## src/qcf_pkg.sv

```systemverilog
// ----------------------------------------------------------------------------
// qcf_pkg: shared types and constants of the quadratic curve flattener
// Coordinate width, depth limit, sequencer states and the halving helper.
// ----------------------------------------------------------------------------
package qcf_pkg;

    localparam int COORD_BITS  = 12;
    localparam int MAX_DEPTH   = 6;
    localparam int THR_BITS    = 8;
    localparam int DEV_BITS    = COORD_BITS + 1;
    localparam int LVL_BITS    = $clog2(MAX_DEPTH + 1);
    localparam int IDX_BITS    = (MAX_DEPTH > 1) ? $clog2(MAX_DEPTH) : 1;

    localparam logic [THR_BITS-1:0] THR_RESET = THR_BITS'(5);

    typedef logic [COORD_BITS-1:0] t_coord;
    typedef logic [LVL_BITS-1:0]   t_level;

    // three control points along one axis
    typedef struct packed {
        t_coord p0;
        t_coord p1;
        t_coord p2;
    } t_axis_pts;

    // result of one midpoint split along one axis
    typedef struct packed {
        t_coord left_ctl;
        t_coord mid;
        t_coord right_ctl;
        t_coord dev;
    } t_axis_split;

    typedef enum logic [1:0] {
        ST_IDLE,
        ST_FIRST,
        ST_EVAL,
        ST_EMIT
    } t_state;

    // truncating midpoint of two coordinates
    function automatic t_coord f_half(input t_coord a, input t_coord b);
        logic [COORD_BITS:0] s;
        s = {1'b0, a} + {1'b0, b};
        return s[COORD_BITS:1];
    endfunction

endpackage

```

## src/qcf_axis_unit.sv

```systemverilog
// ----------------------------------------------------------------------------
// qcf_axis_unit: midpoint split and deviation along one axis
// Computes the de Casteljau halves and the distance of the control point
// from the chord midpoint for one coordinate axis.
// ----------------------------------------------------------------------------
module qcf_axis_unit
    import qcf_pkg::*;
(
    input  t_axis_pts   i_pts,
    output t_axis_split o_split
);

    t_coord w_left;
    t_coord w_right;
    t_coord w_chord;

    // split the curve at its middle
    assign w_left  = f_half(i_pts.p0, i_pts.p1);
    assign w_right = f_half(i_pts.p1, i_pts.p2);
    assign w_chord = f_half(i_pts.p0, i_pts.p2);

    always_comb begin
        o_split.left_ctl  = w_left;
        o_split.right_ctl = w_right;
        o_split.mid       = f_half(w_left, w_right);
        // absolute distance of control point from chord midpoint
        if (i_pts.p1 >= w_chord) begin
            o_split.dev = i_pts.p1 - w_chord;
        end else begin
            o_split.dev = w_chord - i_pts.p1;
        end
    end

endmodule

```

## src/quadratic_curve_flattener_top.sv

```systemverilog
// After a curve is taken, the first segment is valid once the splits on the
// leftmost path, the unconditional first split included, are done.
// A curve holds the block until its last segment is taken: each segment takes a
// split or accept step, an evaluation and an output step, as the split/deviation
// units (one per axis) and the one-deep output register serve one curve at a time.
// Reset (synchronous, active low) empties the stack, drops any output and
// restores the flatness threshold to 5.
// ----------------------------------------------------------------------------
// quadratic_curve_flattener_top: adaptive quadratic curve subdivision
// Splits one curve depth-first with a stack of deferred right halves and
// emits each half that is flat enough or at the depth limit as one line segment.
// ----------------------------------------------------------------------------
module quadratic_curve_flattener_top
    import qcf_pkg::*;
(
    input  logic                i_clk,
    input  logic                i_rst_n,
    input  logic                i_cfg_wr_en,
    input  logic [THR_BITS-1:0] i_cfg_wr_data,
    input  logic                i_in_valid,
    output logic                o_in_ready,
    input  t_coord              i_start_x,
    input  t_coord              i_start_y,
    input  t_coord              i_control_x,
    input  t_coord              i_control_y,
    input  t_coord              i_end_x,
    input  t_coord              i_end_y,
    output logic                o_out_valid,
    input  logic                i_out_ready,
    output t_coord              o_seg_from_x,
    output t_coord              o_seg_from_y,
    output t_coord              o_seg_to_x,
    output t_coord              o_seg_to_y,
    output logic                o_final_segment
);

    t_state r_state;
    t_state n_state;

    logic [THR_BITS-1:0] r_thr;
    t_axis_pts           r_work_x;
    t_axis_pts           r_work_y;
    t_level              r_level;
    t_level              r_top;

    // deferred right halves
    t_axis_pts           r_stk_x   [MAX_DEPTH];
    t_axis_pts           r_stk_y   [MAX_DEPTH];
    t_level              r_stk_lvl [MAX_DEPTH];

    t_coord              r_from_x;
    t_coord              r_from_y;
    t_coord              r_to_x;
    t_coord              r_to_y;
    logic                r_final;

    t_axis_split         w_sx;
    t_axis_split         w_sy;
    logic [DEV_BITS-1:0] w_dev;
    logic                w_can_split;
    logic                w_in_acc;
    logic                w_out_acc;
    logic                w_stk_empty;
    logic                w_do_split;
    logic                w_do_emit;
    logic                w_do_pop;
    t_level              w_push_lvl;
    logic [IDX_BITS-1:0] w_wr_idx;
    logic [IDX_BITS-1:0] w_rd_idx;

    // split and deviation units, one per axis
    qcf_axis_unit u_axis_x (
        .i_pts   (r_work_x),
        .o_split (w_sx)
    );

    qcf_axis_unit u_axis_y (
        .i_pts   (r_work_y),
        .o_split (w_sy)
    );

    assign w_dev       = {1'b0, w_sx.dev} + {1'b0, w_sy.dev};
    assign w_stk_empty = (r_top == '0);
    assign w_can_split = (r_level < LVL_BITS'(MAX_DEPTH))
                       && (w_dev > DEV_BITS'(r_thr))
                       && (r_top < LVL_BITS'(MAX_DEPTH));
    assign w_in_acc    = i_in_valid && o_in_ready;
    assign w_out_acc   = o_out_valid && i_out_ready;
    assign w_wr_idx    = r_top[IDX_BITS-1:0];
    assign w_rd_idx    = IDX_BITS'(r_top - t_level'(1));

    // next state
    always_comb begin
        n_state = r_state;
        unique case (r_state)
            ST_IDLE: begin
                if (i_in_valid) begin
                    n_state = ST_FIRST;
                end
            end
            ST_FIRST: begin
                n_state = ST_EVAL;
            end
            ST_EVAL: begin
                if (!w_can_split) begin
                    n_state = ST_EMIT;
                end
            end
            ST_EMIT: begin
                if (w_out_acc) begin
                    n_state = w_stk_empty ? ST_IDLE : ST_EVAL;
                end
            end
            default: begin
                n_state = ST_IDLE;
            end
        endcase
    end

    // sequencer outputs
    always_comb begin
        o_in_ready  = 1'b0;
        o_out_valid = 1'b0;
        w_do_split  = 1'b0;
        w_do_emit   = 1'b0;
        w_do_pop    = 1'b0;
        w_push_lvl  = r_level;
        unique case (r_state)
            ST_IDLE: begin
                o_in_ready = 1'b1;
            end
            ST_FIRST: begin
                w_do_split = 1'b1;
            end
            ST_EVAL: begin
                w_do_split = w_can_split;
                w_do_emit  = !w_can_split;
                w_push_lvl = r_level + t_level'(1);
            end
            ST_EMIT: begin
                o_out_valid = 1'b1;
                w_do_pop    = i_out_ready && !w_stk_empty;
            end
            default: begin
            end
        endcase
    end

    // control registers
    always_ff @(posedge i_clk) begin
        if (!i_rst_n) begin
            r_state <= ST_IDLE;
            r_thr   <= THR_RESET;
            r_top   <= '0;
            r_level <= '0;
        end else begin
            r_state <= n_state;
            if (i_cfg_wr_en) begin
                r_thr <= i_cfg_wr_data;
            end
            if (w_in_acc) begin
                r_top   <= '0;
                r_level <= t_level'(1);
            end else if (w_do_split) begin
                r_top   <= r_top + t_level'(1);
                r_level <= w_push_lvl;
            end else if (w_do_pop) begin
                r_top   <= r_top - t_level'(1);
                r_level <= r_stk_lvl[w_rd_idx];
            end
        end
    end

    // working curve: load, keep left half, or pop a deferred half
    always_ff @(posedge i_clk) begin
        if (w_in_acc) begin
            r_work_x <= '{p0: i_start_x, p1: i_control_x, p2: i_end_x};
            r_work_y <= '{p0: i_start_y, p1: i_control_y, p2: i_end_y};
        end else if (w_do_split) begin
            r_work_x.p1 <= w_sx.left_ctl;
            r_work_x.p2 <= w_sx.mid;
            r_work_y.p1 <= w_sy.left_ctl;
            r_work_y.p2 <= w_sy.mid;
        end else if (w_do_pop) begin
            r_work_x <= r_stk_x[w_rd_idx];
            r_work_y <= r_stk_y[w_rd_idx];
        end
    end

    // push the right half
    always_ff @(posedge i_clk) begin
        if (w_do_split) begin
            r_stk_x[w_wr_idx]   <= '{p0: w_sx.mid, p1: w_sx.right_ctl, p2: r_work_x.p2};
            r_stk_y[w_wr_idx]   <= '{p0: w_sy.mid, p1: w_sy.right_ctl, p2: r_work_y.p2};
            r_stk_lvl[w_wr_idx] <= w_push_lvl;
        end
    end

    // capture the segment
    always_ff @(posedge i_clk) begin
        if (w_do_emit) begin
            r_from_x <= r_work_x.p0;
            r_from_y <= r_work_y.p0;
            r_to_x   <= r_work_x.p2;
            r_to_y   <= r_work_y.p2;
            r_final  <= w_stk_empty;
        end
    end

    assign o_seg_from_x    = r_from_x;
    assign o_seg_from_y    = r_from_y;
    assign o_seg_to_x      = r_to_x;
    assign o_seg_to_y      = r_to_y;
    assign o_final_segment = r_final;

endmodule

```

## config.mk

```make
export PLATFORM = sky130hd
export DESIGN_NAME = quadratic_curve_flattener_top
export DESIGN_NICKNAME = d
export VERILOG_FILES = /design/src/qcf_pkg.sv /design/src/qcf_axis_unit.sv /design/src/quadratic_curve_flattener_top.sv
export SDC_FILE = /design/constraint.sdc
export NUM_CORES = 1
export LEC_CHECK = 0
export BUFFER_PORTS_ARGS = -buffer_cell sky130_fd_sc_hd__buf_4
export CAP_MARGIN = 40
export CORE_ASPECT_RATIO = 0.9
export CORE_MARGIN = 10
export CORE_UTILIZATION = 40
export DETAILED_ROUTE_END_ITERATION = 7
export PLACE_DENSITY_LB_ADDON = 0.2
export RECOVER_POWER = 25
export SETUP_SLACK_MARGIN = 0.2
export SYNTH_ARGS = -nofsm -noshare
export SYNTH_HDL_FRONTEND = slang
export SYNTH_SLANG_ARGS = --single-unit
```

## constraint.sdc

```tcl
create_clock -name i_clk -period 19.1 [get_ports i_clk]
set_clock_uncertainty 0.1 [all_clocks]
set_input_delay 0 -clock i_clk [delete_from_list [all_inputs] [get_ports i_clk]]
set_output_delay 0 -clock i_clk [all_outputs]
set_load 0.02 [all_outputs]
```

==> results.md, run 1 <==
- Run status: finished with violations
- Failing checks: max-capacitance violations, max-slew violations
- Top cells by area, synth: edfxtp_1 57%, ha_1 6.9%, mux4_2 5.7%
- Vias in the first global route: 19700
- Reg2Reg Depth: 31
- WL/cell: approximately 24 microns
- Syn Inst Count: ~2300
- Slew @ Worst Pin: 2360 ps
- Critical path type: reg2reg
- Setup slack after layout: between 9000 and 10000 ps
- Share of the synthesized area in the top cell type: 0.574
- Hold/Removal Path Class: in2reg
- Largest net degree at the start of global routing: between 60 and 70
- Sequential area share after synthesis: 0.585
- EDFF count, synth: between 500 and 600
- Crit path required time: just under 20000 ps
- Syn nets: between 2000 and 3000
- Hold Violations, Final: 0
- Most frequent cells in the layout: 571 x edfxtp_1, 193 x nor2_1, 174 x nand2_1
- Overflow after GRT: 0
- R2r setup slk: between 9000 and 10000 ps
- Place WS: 9360 ps
- GPL Wtd Cong: 0.878
- Syn-to-layout area delta: 17.8%
- Total vias in the final route: 20100
- CTS Buffer Depth: 3
- Reg-to-reg endpoint: r_work_y[30]
- Delay of the slowest critical-path stage: approximately 800 ps
- Max Fclk: 102 MHz
- Multi-input logic area: approximately 12000 sq um
- Clock Pin Slew Worst Setup and Hold Paths: roughly 60 ps
- Slew headroom: -0.576
- Worst EP arrival: 9970 ps
- Post-Route Setup TNS: 0 ps
- CP startpoint kind: register
- Clk_lat worst skew: 610 ps
- Synth unique cells: 72
- Drt pass-1 iters: 5
- Core Util, Final: 0.479
- Fill cells: 6471
- First-pass GRT wire length: 126000 microns
- Die Y: 279 microns
- Slew Limit Fails: 35
- FF+latch area: 17500 sq um
- Period Utilization, post-route: 0.512
- Post-CTS Hold Buffers: 100
- CP Max Fanout: 53
- Seq cells post-synth: 587
- Top delay family on crit path: compound AO/OA/AOI/OAI gates
- R2R Path Start: r_work_x[1]
- Most common cell after layout, fill and taps aside: edfxtp_1
- Core area: 73500 sq um
- Detailed Place HPWL: 57700 microns
- Sink Count: approximately 600
- # rows: 94
- Minimum clock period: a little under 10000 ps
- CTS tree: built
- Resized Gates After CTS: 0
- Gr usage total: 0.192
- Initial drt markers: approximately 1700
- Predominant post-synthesis flop cell: edfxtp_1
- Min-delay src: i_control_x[8]
- Synth Warn #: 0
- Setup repair bufs after CTS: 0
- IO Port Bufs: 135
- Layout cells sized above 1: 0.131
- TritonCTS buffer count: 67
- Root buf cell: clkbuf_16
- Fraction of registers with async set/reset: 0
- Initial antenna violation count: 3
- Final setup vio count: 0
- WHS Path Cells: 4
- Netlist Area Pre-Place: roughly 30000 sq um
- Final-stage net count: 2800
- H-tree depth: 3
- Final ANT Viol Nets: 0
- Final wirelength: 84400 microns
- Crit. Startpoint: r_work_x[1]
- Synth area leader: edfxtp_1
- Max cap viols: 1
- Number of remaining DRC errors: 0
- Vias per cell: between 5 and 6
- CP endpoint kind: register
- RSZ-0062 raised after global routing: false
- CP Buf/Inv Count: 3
- Die Area: 86000 sq um
- Die Wd: around 300 microns
- I/O Pins: 136
- Slowest cell on crit path: a22oi_2
- Initial Util: 0.406
- Syn avg cell area: 13.0 sq um
- Hold Crit Endpoint: r_work_x[20]
## synth_stat cells, drive strengths merged (11+ instances only)
library cell,number
a211oi,22
a21boi,11
a21o,31
a21oi,155
a31oi,21
buf,41
clkbuf,61
dfxtp,16
edfxtp,571
fa,13
ha,164
inv,110
mux2i,94
mux4,75
nand2,175
nand2b,11
nand3,63
nor2,193
nor2b,28
nor3,43
o211ai,56
o21a,15
o21ai,87
or3,13
xnor2,78
xor2,25
## worst min-delay path, stage by stage
cell,delay [ps]
dlygate4sd3_1,520
buf_4,100
nand2_1,40
o211ai_1,70
## cell type report
cell class | instances | share of cell area
multi-input combinational | 1497 | 0.330
clock inverter | 33 | 0.0123
antenna | 1 | 0.0000711
inverter | 110 | 0.0117
sequential | 587 | 0.497
clock buffer | 89 | 0.0518
tap | 960 | 0.0341
timing repair buffer | 275 | 0.0635
## registers in the layout, summed over array words and instances, names as in the netlist
register / count
r_thr: 8
r_state: 2
o_seg_from_y: 12
r_level: 3
r_work_x: 36
r_top: 3
r_work_y: 36
o_final_segment: 1
r_stk_x: 216
o_seg_to_y: 12
o_seg_from_x: 12
o_seg_to_x: 12
r_stk_y: 216
r_stk_lvl: 18
## cells by family (layout without fill, tap and decap cells)
| group | after synthesis | after routing | share of synthesized area |
|---|---|---|---|
| DFF | 587 | 587 | 0.585 |
| and+or+nand+nor | 574 | 574 | 0.0862 |
| AOI/OAI and AO/OA | 467 | 467 | 0.101 |
| buffers and inverters | 212 | 507 | 0.0292 |
| adders and majority gates | 177 | 177 | 0.0774 |
| muxes | 176 | 176 | 0.0908 |
| xor gates and xnor gates | 103 | 103 | 0.0302 |
| other | 0 | 1 | 0 |
## metrics by stage
stage	instances	cell area (sq um)	hold slack, ps
2_1_floorplan	2296	29900	28.2
3_3_place_gp	3317	31900	128
3_5_place_dp	3328	32100	132
4_1_cts	3550	35400	124
5_1_grt	3551	35200	129
6_report	3552	35200	146
## how the worst max path moves through the flow
stage / to / slack [ps] / cells past startpoint
2_1_floorplan: r_stk_lvl[0][0] / 4860 / 32
3_3_place_gp: r_work_y[27] / 9570 / 31
3_5_place_dp: r_work_y[29] / 9360 / 31
4_1_cts: r_work_y[30] / 9320 / 31
5_1_grt: r_work_y[32] / 8600 / 31
6_report: r_work_y[30] / 9330 / 31
## layer usage
| metal | global-route usage | vias to the layer above | routed length, microns |
|---|---|---|---|
| met4 | 0.0407 | 2 | 1370 |
| li1 | - | 9178 | - |
| met3 | 0.0334 | 91 | 6180 |
| met2 | 0.293 | 686 | 37700 |
| met1 | 0.284 | 10100 | 39200 |
| met5 | 0 | - | 7 |
Power of run 1 is not shown: default switching activity piles up to over one toggle a cycle in this logic, so the estimate is an artifact.
==> inputs of run 2 (changes only) <==
==> constraint.sdc (replaced) <==
create_clock -name i_clk -period 7.9 [get_ports i_clk]
set_clock_uncertainty 0.1 [all_clocks]
set_input_delay 0 -clock i_clk [delete_from_list [all_inputs] [get_ports i_clk]]
set_output_delay 0 -clock i_clk [all_outputs]
set_load 0.02 [all_outputs]
==> run 2 against run 1 <==
The flow now finishes without violations. Highest routed layer is now met4. Wire length increased by 6.6%. Non-clock buffer count rose by 107. Largest cell class unchanged. Design area grew 3.8%. Global-route usage up 0.71 points. Final cell count rose by 2.8%. Critical endpoint is now r_stk_x[5][3]. Register-to-register slack got worse by 9000 ps. Sequential share of layout area down 1.8 points. First-iteration DRC count rose by 11%. Count of clock-buffer cells in the layout decreased by 19. Maximum frequency up 30%. Via count rose by 3.2%. Utilization increased by 1.8 points.
==> results.md, run 2 (synthesized netlist as in run 1, its figures left out) <==
- RSZ-0062 raised after global routing: false
- Crit path required time: 8130 ps (-11170 ps)
- CTS tree: built
- Slowest cell on crit path: clkbuf_1
- Core Util, Final: 0.497 (+0.0183)
- Most common cell after layout, fill and taps aside: edfxtp_1
- GPL Wtd Cong: 0.885 (+0.80%)
- Initial Util: 0.406 (unchanged)
- Sink Count: 587 (unchanged)
- Number of remaining DRC errors: 0 (unchanged)
- Vias in the first global route: 20500 (+3.7%)
- Fill cells: 6255 (-3.3%)
- Top delay family on crit path: compound AO/OA/AOI/OAI gates
- Hold Violations, Final: 0 (unchanged)
- Clock Pin Slew Worst Setup and Hold Paths: 60 ps (about the same)
- Core area: 73500 sq um (unchanged)
- Die Wd: 308 microns (unchanged)
- CP endpoint kind: register
- Layout cells sized above 1: 0.175 (+0.0442)
- H-tree depth: 2 (-1)
- CTS Buffer Depth: 3 (unchanged)
- Clk_lat worst skew: 640 ps (+30 ps)
- Registers with the most flip-flops: r_stk_x: 216 flops, r_stk_y: 216 flops
- Final ANT Viol Nets: 0 (unchanged)
- Period Utilization, post-route: 0.955 (+0.443)
- Die Area: 86000 sq um (unchanged)
- CP startpoint kind: register
- Gr usage total: 0.200 (+0.00711)
- Run status: finished clean
- Final-stage net count: 2901 (+3.6%)
- Drt pass-1 iters: 6 (+1)
- Slew headroom: 0.322 (+0.898)
- Detailed Place HPWL: 59700 microns (+3.5%)
- Slew Limit Fails: 0 (-100%)
- Final setup vio count: 0 (unchanged)
- Minimum clock period: 7540 ps (-2230 ps)
- Vias per cell: 5.68 (+0.39%)
- CP Buf/Inv Count: 7 (+4)
- Largest net degree at the start of global routing: 63 (-6.0%)
- Worst EP arrival: 7780 ps (-2190 ps)
- Syn-to-layout area delta: 22.3%
- Total vias in the final route: 20700 (+3.2%)
- Die Y: 279 microns (unchanged)
- Root buf cell: clkbuf_16
- Final wirelength: 90000 microns (+6.6%)
- Most frequent cells in the layout: 571 x edfxtp_1, 191 x nor2_1, 171 x nand2_1
- IO Port Bufs: 135 (unchanged)
- Antenna diode count: 0 (-1)
- Delay of the slowest critical-path stage: 430 ps (-370 ps)
- I/O Pins: 136 (unchanged)
- First-pass GRT wire length: 131000 microns (+3.9%)
- WL/cell: 24.7 microns (+3.7%)
- Max Fclk: 133 MHz (+30%)
- Slew @ Worst Pin: 1010 ps (-1350 ps)
- Initial antenna violation count: 2 (-1)
- TritonCTS buffer count: 61 (-9.0%)
- CP Max Fanout: 10 (-81%)
- Hold/Removal Path Class: in2reg
- Initial drt markers: 1933 (+11%)
- Overflow after GRT: 0 (unchanged)
- Critical path type: reg2reg
- # rows: 94 (unchanged)
- Most frequent CP cell: ha_1
- Max cap viols: 0 (-1)
[run 2: worst paths after layout]
kind                        from  depth (start not counted)               end  slack, ps
setup / recovery     r_work_y[0]                         34     r_stk_x[5][3]        360
hold / removal    i_control_x[6]                          4      r_work_x[18]        130
setup reg to reg     r_work_y[0]                         34     r_stk_x[5][3]        360
hold reg to reg     r_work_y[34]                          0  o_seg_from_y[10]        410
[run 2: stage by stage]
| stage | TNS, ps | worst slack [ps] | instance area [sq um] | hold WS [ps] | instances |
|---|---|---|---|---|---|
| detailed placement | 0 | 86.1 | 32700 | 125 | 3372 |
| CTS | 0 | 173 | 36000 | 106 | 3601 |
| floorplan | -480820 | -1110 | 30000 | 28.2 | 2296 |
| global placement | 0 | 183 | 32600 | 117 | 3365 |
| global route | 0 | 19.8 | 36500 | 132 | 3650 |
| finish | 0 | 358 | 36500 | 127 | 3650 |
[run 2: timing repair]
action | in CTS | in global routing
hold endpoints to repair | 88 | 0
setup endpoints to repair | 288 | 623
buffers inserted | 12 | 37
resized for setup | 4 | 79
cloned | 4 | 12
hold buffers | 99 | 0
pin swaps | 6 | 54
[run 2: metal layers]
| layer | vias up | share of wire | track usage |
|---|---|---|---|
| li1 | 9381 | - | - |
| met3 | 119 | 0.079 | 0.0338 |
| met2 | 828 | 0.45 | 0.306 |
| met1 | 10400 | 0.45 | 0.291 |
| met5 | - | 0 | 0 |
| met4 | 0 | 0.022 | 0.0500 |
[run 2: final cells by class]
class / instances / area, sq um / area share
tap: 960 / 1200 / 0.0329
inverter: 110 / 413 / 0.0113
timing repair buffer: 382 / 3430 / 0.0941
multi-input combinational: 1497 / 12000 / 0.328
clock buffer: 70 / 1580 / 0.0433
clock inverter: 44 / 433 / 0.0119
sequential: 587 / 17500 / 0.478
[run 2: worst min-delay path, stage by stage]
cell and delay [ps]:
dlygate4sd3_1 530, buf_4 100, nand2_1 50, o211ai_1 80
Power of run 2 is left out for the same reason.
